[config.mk]
export PLATFORM = sky130hd
export DESIGN_NAME = fca_seq_flat
export DESIGN_NICKNAME = d
export VERILOG_FILES = /design/src/sv/fca_pkg.sv /design/src/sv/fca_if.sv /design/src/sv/fca_seq.sv /design/src/flat_wrapper.sv
export SDC_FILE = /design/constraint.sdc
export NUM_CORES = 1
export LEC_CHECK = 0
export BUFFER_PORTS_ARGS = -buffer_cell sky130_fd_sc_hd__buf_2
export CORE_AREA = 2 2 167 169
export DETAILED_ROUTE_END_ITERATION = 6
export DIE_AREA = 0 0 169 171
export PLACE_DENSITY = 0.73
export SYNTH_ARGS = -nofsm -noshare
export SYNTH_HDL_FRONTEND = slang
export SYNTH_SLANG_ARGS = --single-unit
[constraint.sdc]
create_clock -name clock -period 7.2 [get_ports clock]
set_clock_uncertainty 0.05 [all_clocks]
set_input_delay 1.44 -clock clock [delete_from_list [all_inputs] [get_ports clock]]
set_output_delay 1.44 -clock clock [all_outputs]
set_load 0.01 [all_outputs]
[src/sv/fca_pkg.sv]
package fca_pkg;

   // table geometry
   localparam int TABLE_DEPTH  = 4096;
   localparam int CHAIN_LENGTH = 10;
   localparam int ADDR_W       = $clog2(TABLE_DEPTH);
   localparam int STEP_W       = $clog2(CHAIN_LENGTH);
   localparam int CNT_W        = $clog2(CHAIN_LENGTH + 1);

   // field widths
   localparam int CLUSTER_W  = 24;
   localparam int INDEX_W    = 12;
   localparam int REQ_TYPE_W = 2;
   localparam int POS_W      = 4;
   localparam int STATUS_W   = 2;
   localparam int CSR_IDX_W  = 4;

   localparam logic [CLUSTER_W-1:0] DEPTH_C = CLUSTER_W'(TABLE_DEPTH);

   typedef enum logic [REQ_TYPE_W-1:0] {
      REQ_WRITE = 2'd0,
      REQ_READ  = 2'd1,
      REQ_ALLOC = 2'd2,
      REQ_WALK  = 2'd3
   } req_code_type;

   typedef enum logic [STATUS_W-1:0] {
      STAT_OK           = 2'd0,
      STAT_NO_SPACE     = 2'd1,
      STAT_OUT_OF_RANGE = 2'd2
   } status_code_type;

   typedef enum logic [CSR_IDX_W-1:0] {
      CSR_EMPTY_MARKER = 4'd0,
      CSR_END_MARKER   = 4'd1
   } csr_code_type;

   typedef struct packed {
      logic [CLUSTER_W-1:0] empty_marker;
      logic [CLUSTER_W-1:0] end_marker;
   } cfg_type;

   typedef struct packed {
      logic                 wr_en;
      logic [ADDR_W-1:0]    wr_addr;
      logic [CLUSTER_W-1:0] wr_data;
      logic                 rd_en;
      logic [ADDR_W-1:0]    rd_addr;
   } mem_req_type;

   typedef struct packed {
      logic [POS_W-1:0]     position;
      logic [CLUSTER_W-1:0] cluster;
      logic [STATUS_W-1:0]  status;
      logic                 last;
   } rsp_item_type;

endpackage

[src/sv/fca_if.sv]
interface fca_req_if;
   logic                                valid;
   logic                                ready;
   logic [fca_pkg::REQ_TYPE_W-1:0]      req_type;
   logic [fca_pkg::INDEX_W-1:0]         index;
   logic [fca_pkg::CLUSTER_W-1:0]       value;

   modport source (output valid, req_type, index, value, input ready);
   modport sink   (input valid, req_type, index, value, output ready);
endinterface

interface fca_rsp_if;
   logic                                valid;
   logic                                ready;
   logic [fca_pkg::POS_W-1:0]           position;
   logic [fca_pkg::CLUSTER_W-1:0]       cluster;
   logic [fca_pkg::STATUS_W-1:0]        status;
   logic                                last;

   modport source (output valid, position, cluster, status, last, input ready);
   modport sink   (input valid, position, cluster, status, last, output ready);
endinterface


[src/sv/fca_seq.sv]
module fca_seq (
   input  logic                          clock,
   input  logic                          reset,
   fca_req_if.sink                       req,
   fca_rsp_if.source                     rsp,
   input  fca_pkg::cfg_type              cfg,
   output fca_pkg::mem_req_type          mem_req,
   input  logic [fca_pkg::CLUSTER_W-1:0] rd_data
);

   typedef enum logic [7:0] {
      ST_CLEAR     = 8'b0000_0001,
      ST_IDLE      = 8'b0000_0010,
      ST_READ      = 8'b0000_0100,
      ST_SCAN      = 8'b0000_1000,
      ST_FAIL      = 8'b0001_0000,
      ST_LINK      = 8'b0010_0000,
      ST_WALK      = 8'b0100_0000,
      ST_WALK_WAIT = 8'b1000_0000
   } state_type;

   localparam logic [fca_pkg::ADDR_W:0] SCAN_END = (fca_pkg::ADDR_W + 1)'(fca_pkg::TABLE_DEPTH);
   localparam logic [fca_pkg::ADDR_W-1:0] CLR_LAST =
      fca_pkg::ADDR_W'(fca_pkg::TABLE_DEPTH - 1);
   localparam logic [fca_pkg::STEP_W-1:0] STEP_LAST =
      fca_pkg::STEP_W'(fca_pkg::CHAIN_LENGTH - 1);
   localparam logic [fca_pkg::CNT_W-1:0] CNT_FULL = fca_pkg::CNT_W'(fca_pkg::CHAIN_LENGTH);

   state_type                     state_ff, state_in;
   logic [fca_pkg::ADDR_W-1:0]    clr_addr_ff, clr_addr_in;
   logic [fca_pkg::ADDR_W:0]      scan_addr_ff, scan_addr_in;
   logic                          pend_ff, pend_in;
   logic [fca_pkg::ADDR_W-1:0]    pend_addr_ff, pend_addr_in;
   logic [fca_pkg::CNT_W-1:0]     cnt_ff, cnt_in;
   logic [fca_pkg::ADDR_W-1:0]    found_ff [fca_pkg::CHAIN_LENGTH];
   logic [fca_pkg::ADDR_W-1:0]    found_in [fca_pkg::CHAIN_LENGTH];
   logic [fca_pkg::STEP_W-1:0]    step_ff, step_in;
   logic [fca_pkg::CLUSTER_W-1:0] cur_ff, cur_in;
   logic                          broken_ff, broken_in;
   logic                          rsp_valid_ff, rsp_valid_in;
   fca_pkg::rsp_item_type         rsp_item_ff, rsp_item_in;

   logic                          out_free;
   logic                          out_load;
   logic                          hit;
   logic [fca_pkg::CNT_W-1:0]     cnt_nxt;
   logic                          step_last;
   logic [fca_pkg::STEP_W-1:0]    step_nxt;
   logic                          idx_ok;

   function automatic fca_pkg::rsp_item_type mk_item(
      input logic [fca_pkg::STEP_W-1:0]    pos,
      input logic [fca_pkg::CLUSTER_W-1:0] clus,
      input fca_pkg::status_code_type      stat,
      input logic                          fin
   );
      fca_pkg::rsp_item_type item;
      item.position = fca_pkg::POS_W'(pos);
      item.cluster  = clus;
      item.status   = stat;
      item.last     = fin;
      return item;
   endfunction

   assign out_free  = !rsp_valid_ff || rsp.ready;
   assign hit       = pend_ff && (rd_data == cfg.empty_marker);
   assign cnt_nxt   = cnt_ff + fca_pkg::CNT_W'(hit);
   assign step_last = (step_ff == STEP_LAST);
   assign step_nxt  = step_last ? '0 : step_ff + 1'b1;
   assign idx_ok    = fca_pkg::CLUSTER_W'(req.index) < fca_pkg::DEPTH_C;

   always_comb begin
      state_in     = state_ff;
      clr_addr_in  = clr_addr_ff;
      scan_addr_in = scan_addr_ff;
      pend_in      = pend_ff;
      pend_addr_in = pend_addr_ff;
      cnt_in       = cnt_ff;
      found_in     = found_ff;
      step_in      = step_ff;
      cur_in       = cur_ff;
      broken_in    = broken_ff;
      rsp_item_in  = rsp_item_ff;
      out_load     = 1'b0;
      mem_req      = '0;
      req.ready    = 1'b0;

      case (state_ff)
         ST_CLEAR: begin
            mem_req.wr_en   = 1'b1;
            mem_req.wr_addr = clr_addr_ff;
            mem_req.wr_data = '0;
            clr_addr_in     = clr_addr_ff + 1'b1;
            if (clr_addr_ff == CLR_LAST) begin
               state_in = ST_IDLE;
            end
         end
         ST_IDLE: begin
            req.ready = out_free;
            if (req.valid && out_free) begin
               case (req.req_type)
                  fca_pkg::REQ_WRITE: begin
                     out_load = 1'b1;
                     if (idx_ok) begin
                        mem_req.wr_en   = 1'b1;
                        mem_req.wr_addr = fca_pkg::ADDR_W'(req.index);
                        mem_req.wr_data = req.value;
                        rsp_item_in     = mk_item('0, req.value, fca_pkg::STAT_OK, 1'b1);
                     end else begin
                        rsp_item_in = mk_item('0, '0, fca_pkg::STAT_OUT_OF_RANGE, 1'b1);
                     end
                  end
                  fca_pkg::REQ_READ: begin
                     if (idx_ok) begin
                        mem_req.rd_en   = 1'b1;
                        mem_req.rd_addr = fca_pkg::ADDR_W'(req.index);
                        state_in        = ST_READ;
                     end else begin
                        out_load    = 1'b1;
                        rsp_item_in = mk_item('0, '0, fca_pkg::STAT_OUT_OF_RANGE, 1'b1);
                     end
                  end
                  fca_pkg::REQ_ALLOC: begin
                     scan_addr_in = '0;
                     cnt_in       = '0;
                     pend_in      = 1'b0;
                     state_in     = ST_SCAN;
                  end
                  default: begin
                     // walk: first result is the start cluster itself
                     out_load    = 1'b1;
                     rsp_item_in = mk_item('0, fca_pkg::CLUSTER_W'(req.index),
                                           fca_pkg::STAT_OK, 1'b0);
                     cur_in      = fca_pkg::CLUSTER_W'(req.index);
                     broken_in   = 1'b0;
                     step_in     = fca_pkg::STEP_W'(1);
                     state_in    = ST_WALK;
                  end
               endcase
            end
         end
         ST_READ: begin
            if (out_free) begin
               out_load    = 1'b1;
               rsp_item_in = mk_item('0, rd_data, fca_pkg::STAT_OK, 1'b1);
               state_in    = ST_IDLE;
            end
         end
         ST_SCAN: begin
            // one read issued per cycle, its data compared in the next cycle
            if (hit) begin
               found_in[cnt_ff[fca_pkg::STEP_W-1:0]] = pend_addr_ff;
            end
            cnt_in = cnt_nxt;
            if (cnt_nxt == CNT_FULL) begin
               pend_in  = 1'b0;
               step_in  = '0;
               state_in = ST_LINK;
            end else if (scan_addr_ff < SCAN_END) begin
               mem_req.rd_en   = 1'b1;
               mem_req.rd_addr = scan_addr_ff[fca_pkg::ADDR_W-1:0];
               pend_in         = 1'b1;
               pend_addr_in    = scan_addr_ff[fca_pkg::ADDR_W-1:0];
               scan_addr_in    = scan_addr_ff + 1'b1;
            end else if (!pend_ff) begin
               state_in = ST_FAIL;
            end else begin
               pend_in = 1'b0;
            end
         end
         ST_FAIL: begin
            if (out_free) begin
               out_load    = 1'b1;
               rsp_item_in = mk_item('0, '0, fca_pkg::STAT_NO_SPACE, 1'b1);
               state_in    = ST_IDLE;
            end
         end
         ST_LINK: begin
            if (out_free) begin
               mem_req.wr_en   = 1'b1;
               mem_req.wr_addr = found_ff[step_ff];
               mem_req.wr_data = step_last ? cfg.end_marker
                                           : fca_pkg::CLUSTER_W'(found_ff[step_nxt]);
               out_load        = 1'b1;
               rsp_item_in     = mk_item(step_ff, fca_pkg::CLUSTER_W'(found_ff[step_ff]),
                                         fca_pkg::STAT_OK, step_last);
               step_in         = step_nxt;
               if (step_last) begin
                  state_in = ST_IDLE;
               end
            end
         end
         ST_WALK: begin
            if (broken_ff || (cur_ff >= fca_pkg::DEPTH_C)) begin
               if (out_free) begin
                  out_load    = 1'b1;
                  rsp_item_in = mk_item(step_ff, '0, fca_pkg::STAT_OUT_OF_RANGE, step_last);
                  broken_in   = 1'b1;
                  step_in     = step_nxt;
                  if (step_last) begin
                     state_in = ST_IDLE;
                  end
               end
            end else begin
               mem_req.rd_en   = 1'b1;
               mem_req.rd_addr = cur_ff[fca_pkg::ADDR_W-1:0];
               state_in        = ST_WALK_WAIT;
            end
         end
         ST_WALK_WAIT: begin
            if (out_free) begin
               out_load    = 1'b1;
               rsp_item_in = mk_item(step_ff, rd_data, fca_pkg::STAT_OK, step_last);
               cur_in      = rd_data;
               step_in     = step_nxt;
               state_in    = step_last ? ST_IDLE : ST_WALK;
            end
         end
         default: begin
            state_in = ST_IDLE;
         end
      endcase
   end

   always_comb begin
      if (out_load) begin
         rsp_valid_in = 1'b1;
      end else if (rsp.ready) begin
         rsp_valid_in = 1'b0;
      end else begin
         rsp_valid_in = rsp_valid_ff;
      end
   end

   always_ff @(posedge clock) begin
      if (reset) begin
         state_ff     <= ST_CLEAR;
         clr_addr_ff  <= '0;
         scan_addr_ff <= '0;
         pend_ff      <= 1'b0;
         cnt_ff       <= '0;
         step_ff      <= '0;
         broken_ff    <= 1'b0;
         rsp_valid_ff <= 1'b0;
      end else begin
         state_ff     <= state_in;
         clr_addr_ff  <= clr_addr_in;
         scan_addr_ff <= scan_addr_in;
         pend_ff      <= pend_in;
         cnt_ff       <= cnt_in;
         step_ff      <= step_in;
         broken_ff    <= broken_in;
         rsp_valid_ff <= rsp_valid_in;
      end
   end

   always_ff @(posedge clock) begin
      pend_addr_ff <= pend_addr_in;
      found_ff     <= found_in;
      cur_ff       <= cur_in;
      rsp_item_ff  <= rsp_item_in;
   end

   assign rsp.valid    = rsp_valid_ff;
   assign rsp.position = rsp_item_ff.position;
   assign rsp.cluster  = rsp_item_ff.cluster;
   assign rsp.status   = rsp_item_ff.status;
   assign rsp.last     = rsp_item_ff.last;

   // no request taken while the table is being cleared
   a_no_req_in_clear: assert property (@(posedge clock) disable iff (reset)
      (state_ff == ST_CLEAR) |-> !req.ready)
      else $error("request accepted during clearing pass");

   // single memory port: never read and write in one cycle
   a_one_access: assert property (@(posedge clock) disable iff (reset)
      !(mem_req.wr_en && mem_req.rd_en))
      else $error("memory read and write in same cycle");

   // found count stays below the chain length while scanning
   a_cnt_bound: assert property (@(posedge clock) disable iff (reset)
      (state_ff == ST_SCAN) |-> (cnt_ff < CNT_FULL))
      else $error("scan count overflow");

   // a broken walk never touches the table again
   a_broken_no_read: assert property (@(posedge clock) disable iff (reset)
      ((state_ff == ST_WALK) && broken_ff) |-> !mem_req.rd_en)
      else $error("broken walk issued a read");

   // a result is never overwritten while waiting
   a_hold_result: assert property (@(posedge clock) disable iff (reset)
      (rsp_valid_ff && !rsp.ready) |-> !out_load)
      else $error("pending result overwritten");

endmodule

[src/flat_wrapper.sv]
// flat-port wrapper written by rule: the top's interface ports become plain ports
module fca_seq_flat 
  (clock, reset, cfg, mem_req, rd_data, req_valid, req_req_type, req_index, req_value, req_ready, rsp_valid, rsp_position, rsp_cluster, rsp_status, rsp_last, rsp_ready);
  fca_req_if req_i ();
  fca_rsp_if rsp_i ();
  input  logic clock;
  input  logic reset;
  input  fca_pkg::cfg_type cfg;
  output fca_pkg::mem_req_type mem_req;
  input  logic [fca_pkg::CLUSTER_W-1:0] rd_data;
  input wire logic [$bits(req_i.valid)-1:0] req_valid;
  input wire logic [$bits(req_i.req_type)-1:0] req_req_type;
  input wire logic [$bits(req_i.index)-1:0] req_index;
  input wire logic [$bits(req_i.value)-1:0] req_value;
  output wire logic [$bits(req_i.ready)-1:0] req_ready;
  output wire logic [$bits(rsp_i.valid)-1:0] rsp_valid;
  output wire logic [$bits(rsp_i.position)-1:0] rsp_position;
  output wire logic [$bits(rsp_i.cluster)-1:0] rsp_cluster;
  output wire logic [$bits(rsp_i.status)-1:0] rsp_status;
  output wire logic [$bits(rsp_i.last)-1:0] rsp_last;
  input wire logic [$bits(rsp_i.ready)-1:0] rsp_ready;
  assign req_i.valid = req_valid;
  assign req_i.req_type = req_req_type;
  assign req_i.index = req_index;
  assign req_i.value = req_value;
  assign req_ready = req_i.ready;
  assign rsp_valid = rsp_i.valid;
  assign rsp_position = rsp_i.position;
  assign rsp_cluster = rsp_i.cluster;
  assign rsp_status = rsp_i.status;
  assign rsp_last = rsp_i.last;
  assign rsp_i.ready = rsp_ready;
  fca_seq u_core (.clock(clock), .reset(reset), .req(req_i), .rsp(rsp_i), .cfg(cfg), .mem_req(mem_req), .rd_data(rd_data));
endmodule
### After elaboration in Yosys (flattened, before gate mapping)

Index checks and enable logic that the tools add are counted.

* memory bits (read-only): 0
* register bits: 231
* bits in latches: 0
* RAM bits: 0
* input bits: 114
* word-level logic and storage cells: 175
* output and inout port bits: 83
* memories: 0

* divide/modulo/power cells: 0
* magnitude comparators: 6
* $mul: 0
* equality and inequality tests: 32
* bitwise operators: 4
* add/subtract/negate cells: 4
* shift-type cells: 0
* reductions and logical operators: 27
* multiplexer cells: 78

Operators by type and width (number)
* 31-bit two-way mux: 7
* 31-bit case mux with 6 select lines: 1
* 120-bit bitwise mux: 1
* 37-bit case mux with 3 select lines: 1
* 13-bit two-way mux: 8
* 12-bit binary-select mux with 4-bit select: 2
* 24-bit two-way mux: 4
* 8-bit two-way mux: 10
* 37-bit two-way mux: 2
* 31-bit case mux with 2 select lines: 1
* 12-bit two-way mux: 5
* 8-bit case mux with 7 select lines: 1
* 50-bit two-way mux: 1
* 12-bit demux with 4-bit select: 1
* 24-bit case mux with 2 select lines: 1
* 13-bit case mux with 3 select lines: 1
* 4-bit two-way mux: 8
* 13-bit case mux with 2 select lines: 1
* 24-bit equality test: 1
* 24-bit by 13-bit greater-or-equal comparator with 1-bit output, second input constant: 1
* 8-bit case mux with 3 select lines: 1
* 2-bit by 1-bit inequality test with 1-bit output, second input constant: 11
* 4-bit case mux with 4 select lines: 1
* 5-bit greater-or-equal comparator, second input constant: 3
* 44 further kinds: 77

### Depth between registers and ports, before layout

* depth after elaboration: 9
* depth in mapped cells: 14
* gate-level depth less buffers: 14

### Least setup slack after synthesis

Ideal clock, no wire load.

* kind: input -> register
* start: input rsp_ready
* end: register u_core.rsp_item_ff, in the netlist u_core.rsp.cluster[0] (enable)
* arrival time: 4.937 ns
* setup time: 0.497 ns
* buffers on the path: 0
* setup slack: 1.716 ns
* required time: 6.653 ns
* stages: 4
* cells stage by stage: nor2b_1 a32o_1 and2_1 nor4_1

* word-level cells in the longest chain between the ends: 4
* elaborated cells between the ends (all ways): 9
* classes of those cells: eq/ne: 6; reduce/logical: 3

RTL lines
* start: declaration: RTL line flat_wrapper.sv:21 `input wire logic [$bits(rsp_i.ready)-1:0] rsp_ready;`
* 1-bit logical OR *: RTL line fca_seq.sv:65 `assign out_free = !rsp_valid_ff || rsp.ready;`
* 1-bit logical AND: RTL line fca_seq.sv:100 `if (req.valid && out_free) begin`
* 2-bit by 1-bit inequality test with 1-bit output (no line)
* 9-bit AND reduction (no line) *
* end signal: assignment: RTL line fca_seq.sv:261 `rsp_item_ff <= rsp_item_in;`
* end: declaration: RTL line fca_seq.sv:41 `fca_pkg::rsp_item_type rsp_item_ff, rsp_item_in;`

Mark *: on every way between the ends. The rest lies on a longest branch, timed or not.
A chain may end at the register's enable or synchronous reset.

==> impl_metrics.ini <==
[outcome]
outcome = complete, no violations

[worst_setup_path]
r2r_setup_slack_ps = 3650
cp-start-kind = primary input
worstPathCellList = buf_2, xnor2_1, nand4_1, nor4_1, nand4_1, inv_1, ha_1, ha_1, xor2_1, nor3b_1, a211o_1, inv_2, a222oi_1, inv_1, buf_2
ff2ff_path_depth = 13
rr_startpoint = u_core.pend_ff$_SDFFE_PP0P_
arrival_ps = 4870
slowest_stage = a222oi_1
path_class = primary input to output port
r2r-end = u_core.scan_addr_ff[8]$_SDFFE_PP0P_
cpPeakStageDelay_ps = 490
path_max_fanout = 30
critPathRequiredTime_ps = 5710
cp-end-kind = output port

[synth]
synthesis.area_um2 = 12050
syn_nets = 1161
synth-seq-cells = 231
synth_top_area_share_pct = 46.59
synth_warnings = 0
ys_types = 70
synth_area_leaders = edfxtp_1 (47%), dfxtp_1 (7.3%), mux4_2 (5.0%), mux2i_1 (4.7%), nand2_1 (3.6%)
syn-instance-count = 1036
synth-edff-count = 187
yosysTopAreaCell = edfxtp_1
yosysSeqAreaShare_pct = 53.89
async_flop_share_pct = 0
postSynthAreaPerCell_um2 = 11.64
synth_top_flop_cell = edfxtp_1

[cts]
cts_made_buffers = 24
ctsHoldBuffers = 0
clkLatencyLatePin_ps = 530
cts_sinks = 231
post-cts-setup-buffers = 0
cts_tree = done
post_cts_resize_count = 0
root_buffer = clkbuf_16
htreeDepth = 1
clkTransAtPathRegs_ps = 60
clock_path_buffers = 3

[grt]
grt_max_degree = 50
grt_antenna_before_repair = 2
grt_pass1_vias = 9438
grt_pass1_wl_um = 57700
track_usage_pct = 26.65
overflow = 0

[cells_and_area]
area_delta_synth_final_pct = 17.95
layout-drive-gt1-share_pct = 26.67
n_antenna_cell = 0
fin_util_pct = 52.03
mostFrequentLayoutCells = buf_2 (196), edfxtp_1 (187), nand2_1 (116)
nets = 1337
final_common_cell = buf_2

[routing]
viasPerCell = 6.336
drt-initial-drc-count = 1525
ant_nets = 0
drt-pass1-iter-count = 6
drc = 0
wire_per_inst_um = 25.27
vias = 9985
wirelength_um = 39830

[sta]
rsz0062_at_grt = no
setup_viol = 0
layout_setup_ws_ps = 843.1
fmax_mhz = 157.3
hold_viol_final = 0
tightestPinTransition_ps = 1309
min_period_ps = 6357
tns_ps = 0
slew_viol_final = 0
relSlewSlack_pct = 12.40
fin_crit_sh_pct = 88.29

[power_and_ir_drop]
powerDensity_nw_per_um2 = 215.6
p_comb_share_pct = 9.8
ir_drop_uv = 129.5
power.leakage_nw = 5.271
clkPwrFrac_pct = 42.3
internal-power_mw = 2.330
fin_total_pwr_mw = 3.065
power_switching_share_pct = 23.97
p_seq_share_pct = 47.9
p_sw_mw = 0.7345

[place]
gp_congestion = 0.9163
dp_hpwl_um = 28240
port_buffers = 196
place_ws_ps = 1008

[worst_hold_path]
hold_path_startpoint = u_core.broken_ff$_SDFFE_PP0P_
holdPathStages = 2
hp-class = flip-flop to flip-flop
min_to = u_core.broken_ff$_SDFFE_PP0P_

[floorplanning]
io_pins = 197
die-height_um = 171
initial_core_util_pct = 44.12
rows = 61
core_um2 = 27320
fp.dieArea_um2 = 28900
fp.dieW_um = 169

[flow_run]
maxCapViolations = 0
==> cells in the mapped netlist (19+ instances only) <==
cell and n:
a21oi_1 35, mux4_2 27, nand3_1 32, mux2_2 19
clkbuf_1 43, nand2_1 116, a22oi_1 30, o21ai_0 68
nor2_1 57, dfxtp_1 44, edfxtp_1 187, xnor2_1 23
mux2i_1 57, a22o_1 24, and2_1 23, xor2_1 27
inv_1 20
==> per-layer routing <==
layer,vias up,track usage [%],routed length [um],share of wire [%]
met5,-,0,13,0.033
met3,103,7.263,5100,13
li1,4328,-,-,-
met2,750,40.79,18040,45
met1,4802,36.75,15290,38
met4,2,9.142,1385,3.5
==> worst max-delay path by stage <==
stage | from | endpoint | slack, ps | cells past startpoint
detailed placement | rd_data[5] | mem_req[4] | 1010 | 15
CTS | rd_data[5] | mem_req[4] | 970 | 15
finish | rd_data[5] | mem_req[3] | 840 | 15
global route | rd_data[18] | mem_req[1] | 580 | 15
global placement | rd_data[5] | mem_req[1] | 1090 | 15
floorplan | rsp_ready | u_core.rsp.cluster[0]$_DFFE_PP_ | 1720 | 4
==> metrics by stage <==
step,cells,hold WS [ps],instance area (um^2)
2_1_floorplan,1036,398.1,12050
3_3_place_gp,1532,422.4,13390
3_5_place_dp,1532,422.8,13390
4_1_cts,1576,434.0,14220
5_1_grt,1576,485.1,14220
6_report,1576,434.2,14220
==> kinds of logic after synthesis <==
logic type,synth area share (%)
xor gates and xnor gates,3.633
and+or+nand+nor,12.91
adders and majority gates,1.142
muxes,11.55
buffers and inverters,3.228
AOI/OAI and AO/OA,13.64
DFF,53.89
==> critical path: cells and delay by family <==
kind | cells | cell delay [ps]
buffers and inverters | 5 | 810
and+or+nand+nor | 4 | 1110
xor gates and xnor gates | 2 | 270
AOI/OAI and AO/OA | 2 | 830
adders and majority gates | 2 | 380
==> flip-flops by register name, indices dropped and copies added (netlist names) <==
signal / flops
u_core.clr_addr_ff: 12
u_core.state_ff: 8
u_core.rsp.cluster: 24
u_core.step_ff: 4
u_core.pend_addr_ff: 12
u_core.cur_ff: 24
u_core.broken_ff: 1
u_core.found_ff: 120
u_core.pend_ff: 1
u_core.scan_addr_ff: 13
u_core.cnt_ff: 4
u_core.rsp.last: 1
u_core.rsp.status: 2
u_core.rsp.valid: 1
u_core.rsp.position: 4
==> power groups by stage <==
stage	sequential, mW	combinational (mW)	clock (mW)
2_1_floorplan	1.48	0.178	0
3_3_place_gp	1.49	0.286	0
3_5_place_dp	1.50	0.290	0
4_1_cts	1.47	0.291	1.30
5_1_grt	1.47	0.318	1.36
6_report	1.47	0.299	1.30
==> cell type report <==
type,count,area (um^2)
Inverter,23,86.33
Timing Repair Buffer,219,1154
Clock inverter,12,158.9
Clock buffer,32,670.6
Multi-Input combinational cell,713,5215
Fill cell,2363,13110
Sequential cell,231,6500
Tap cell,346,432.9
Power figures use the tool's default switching activity.
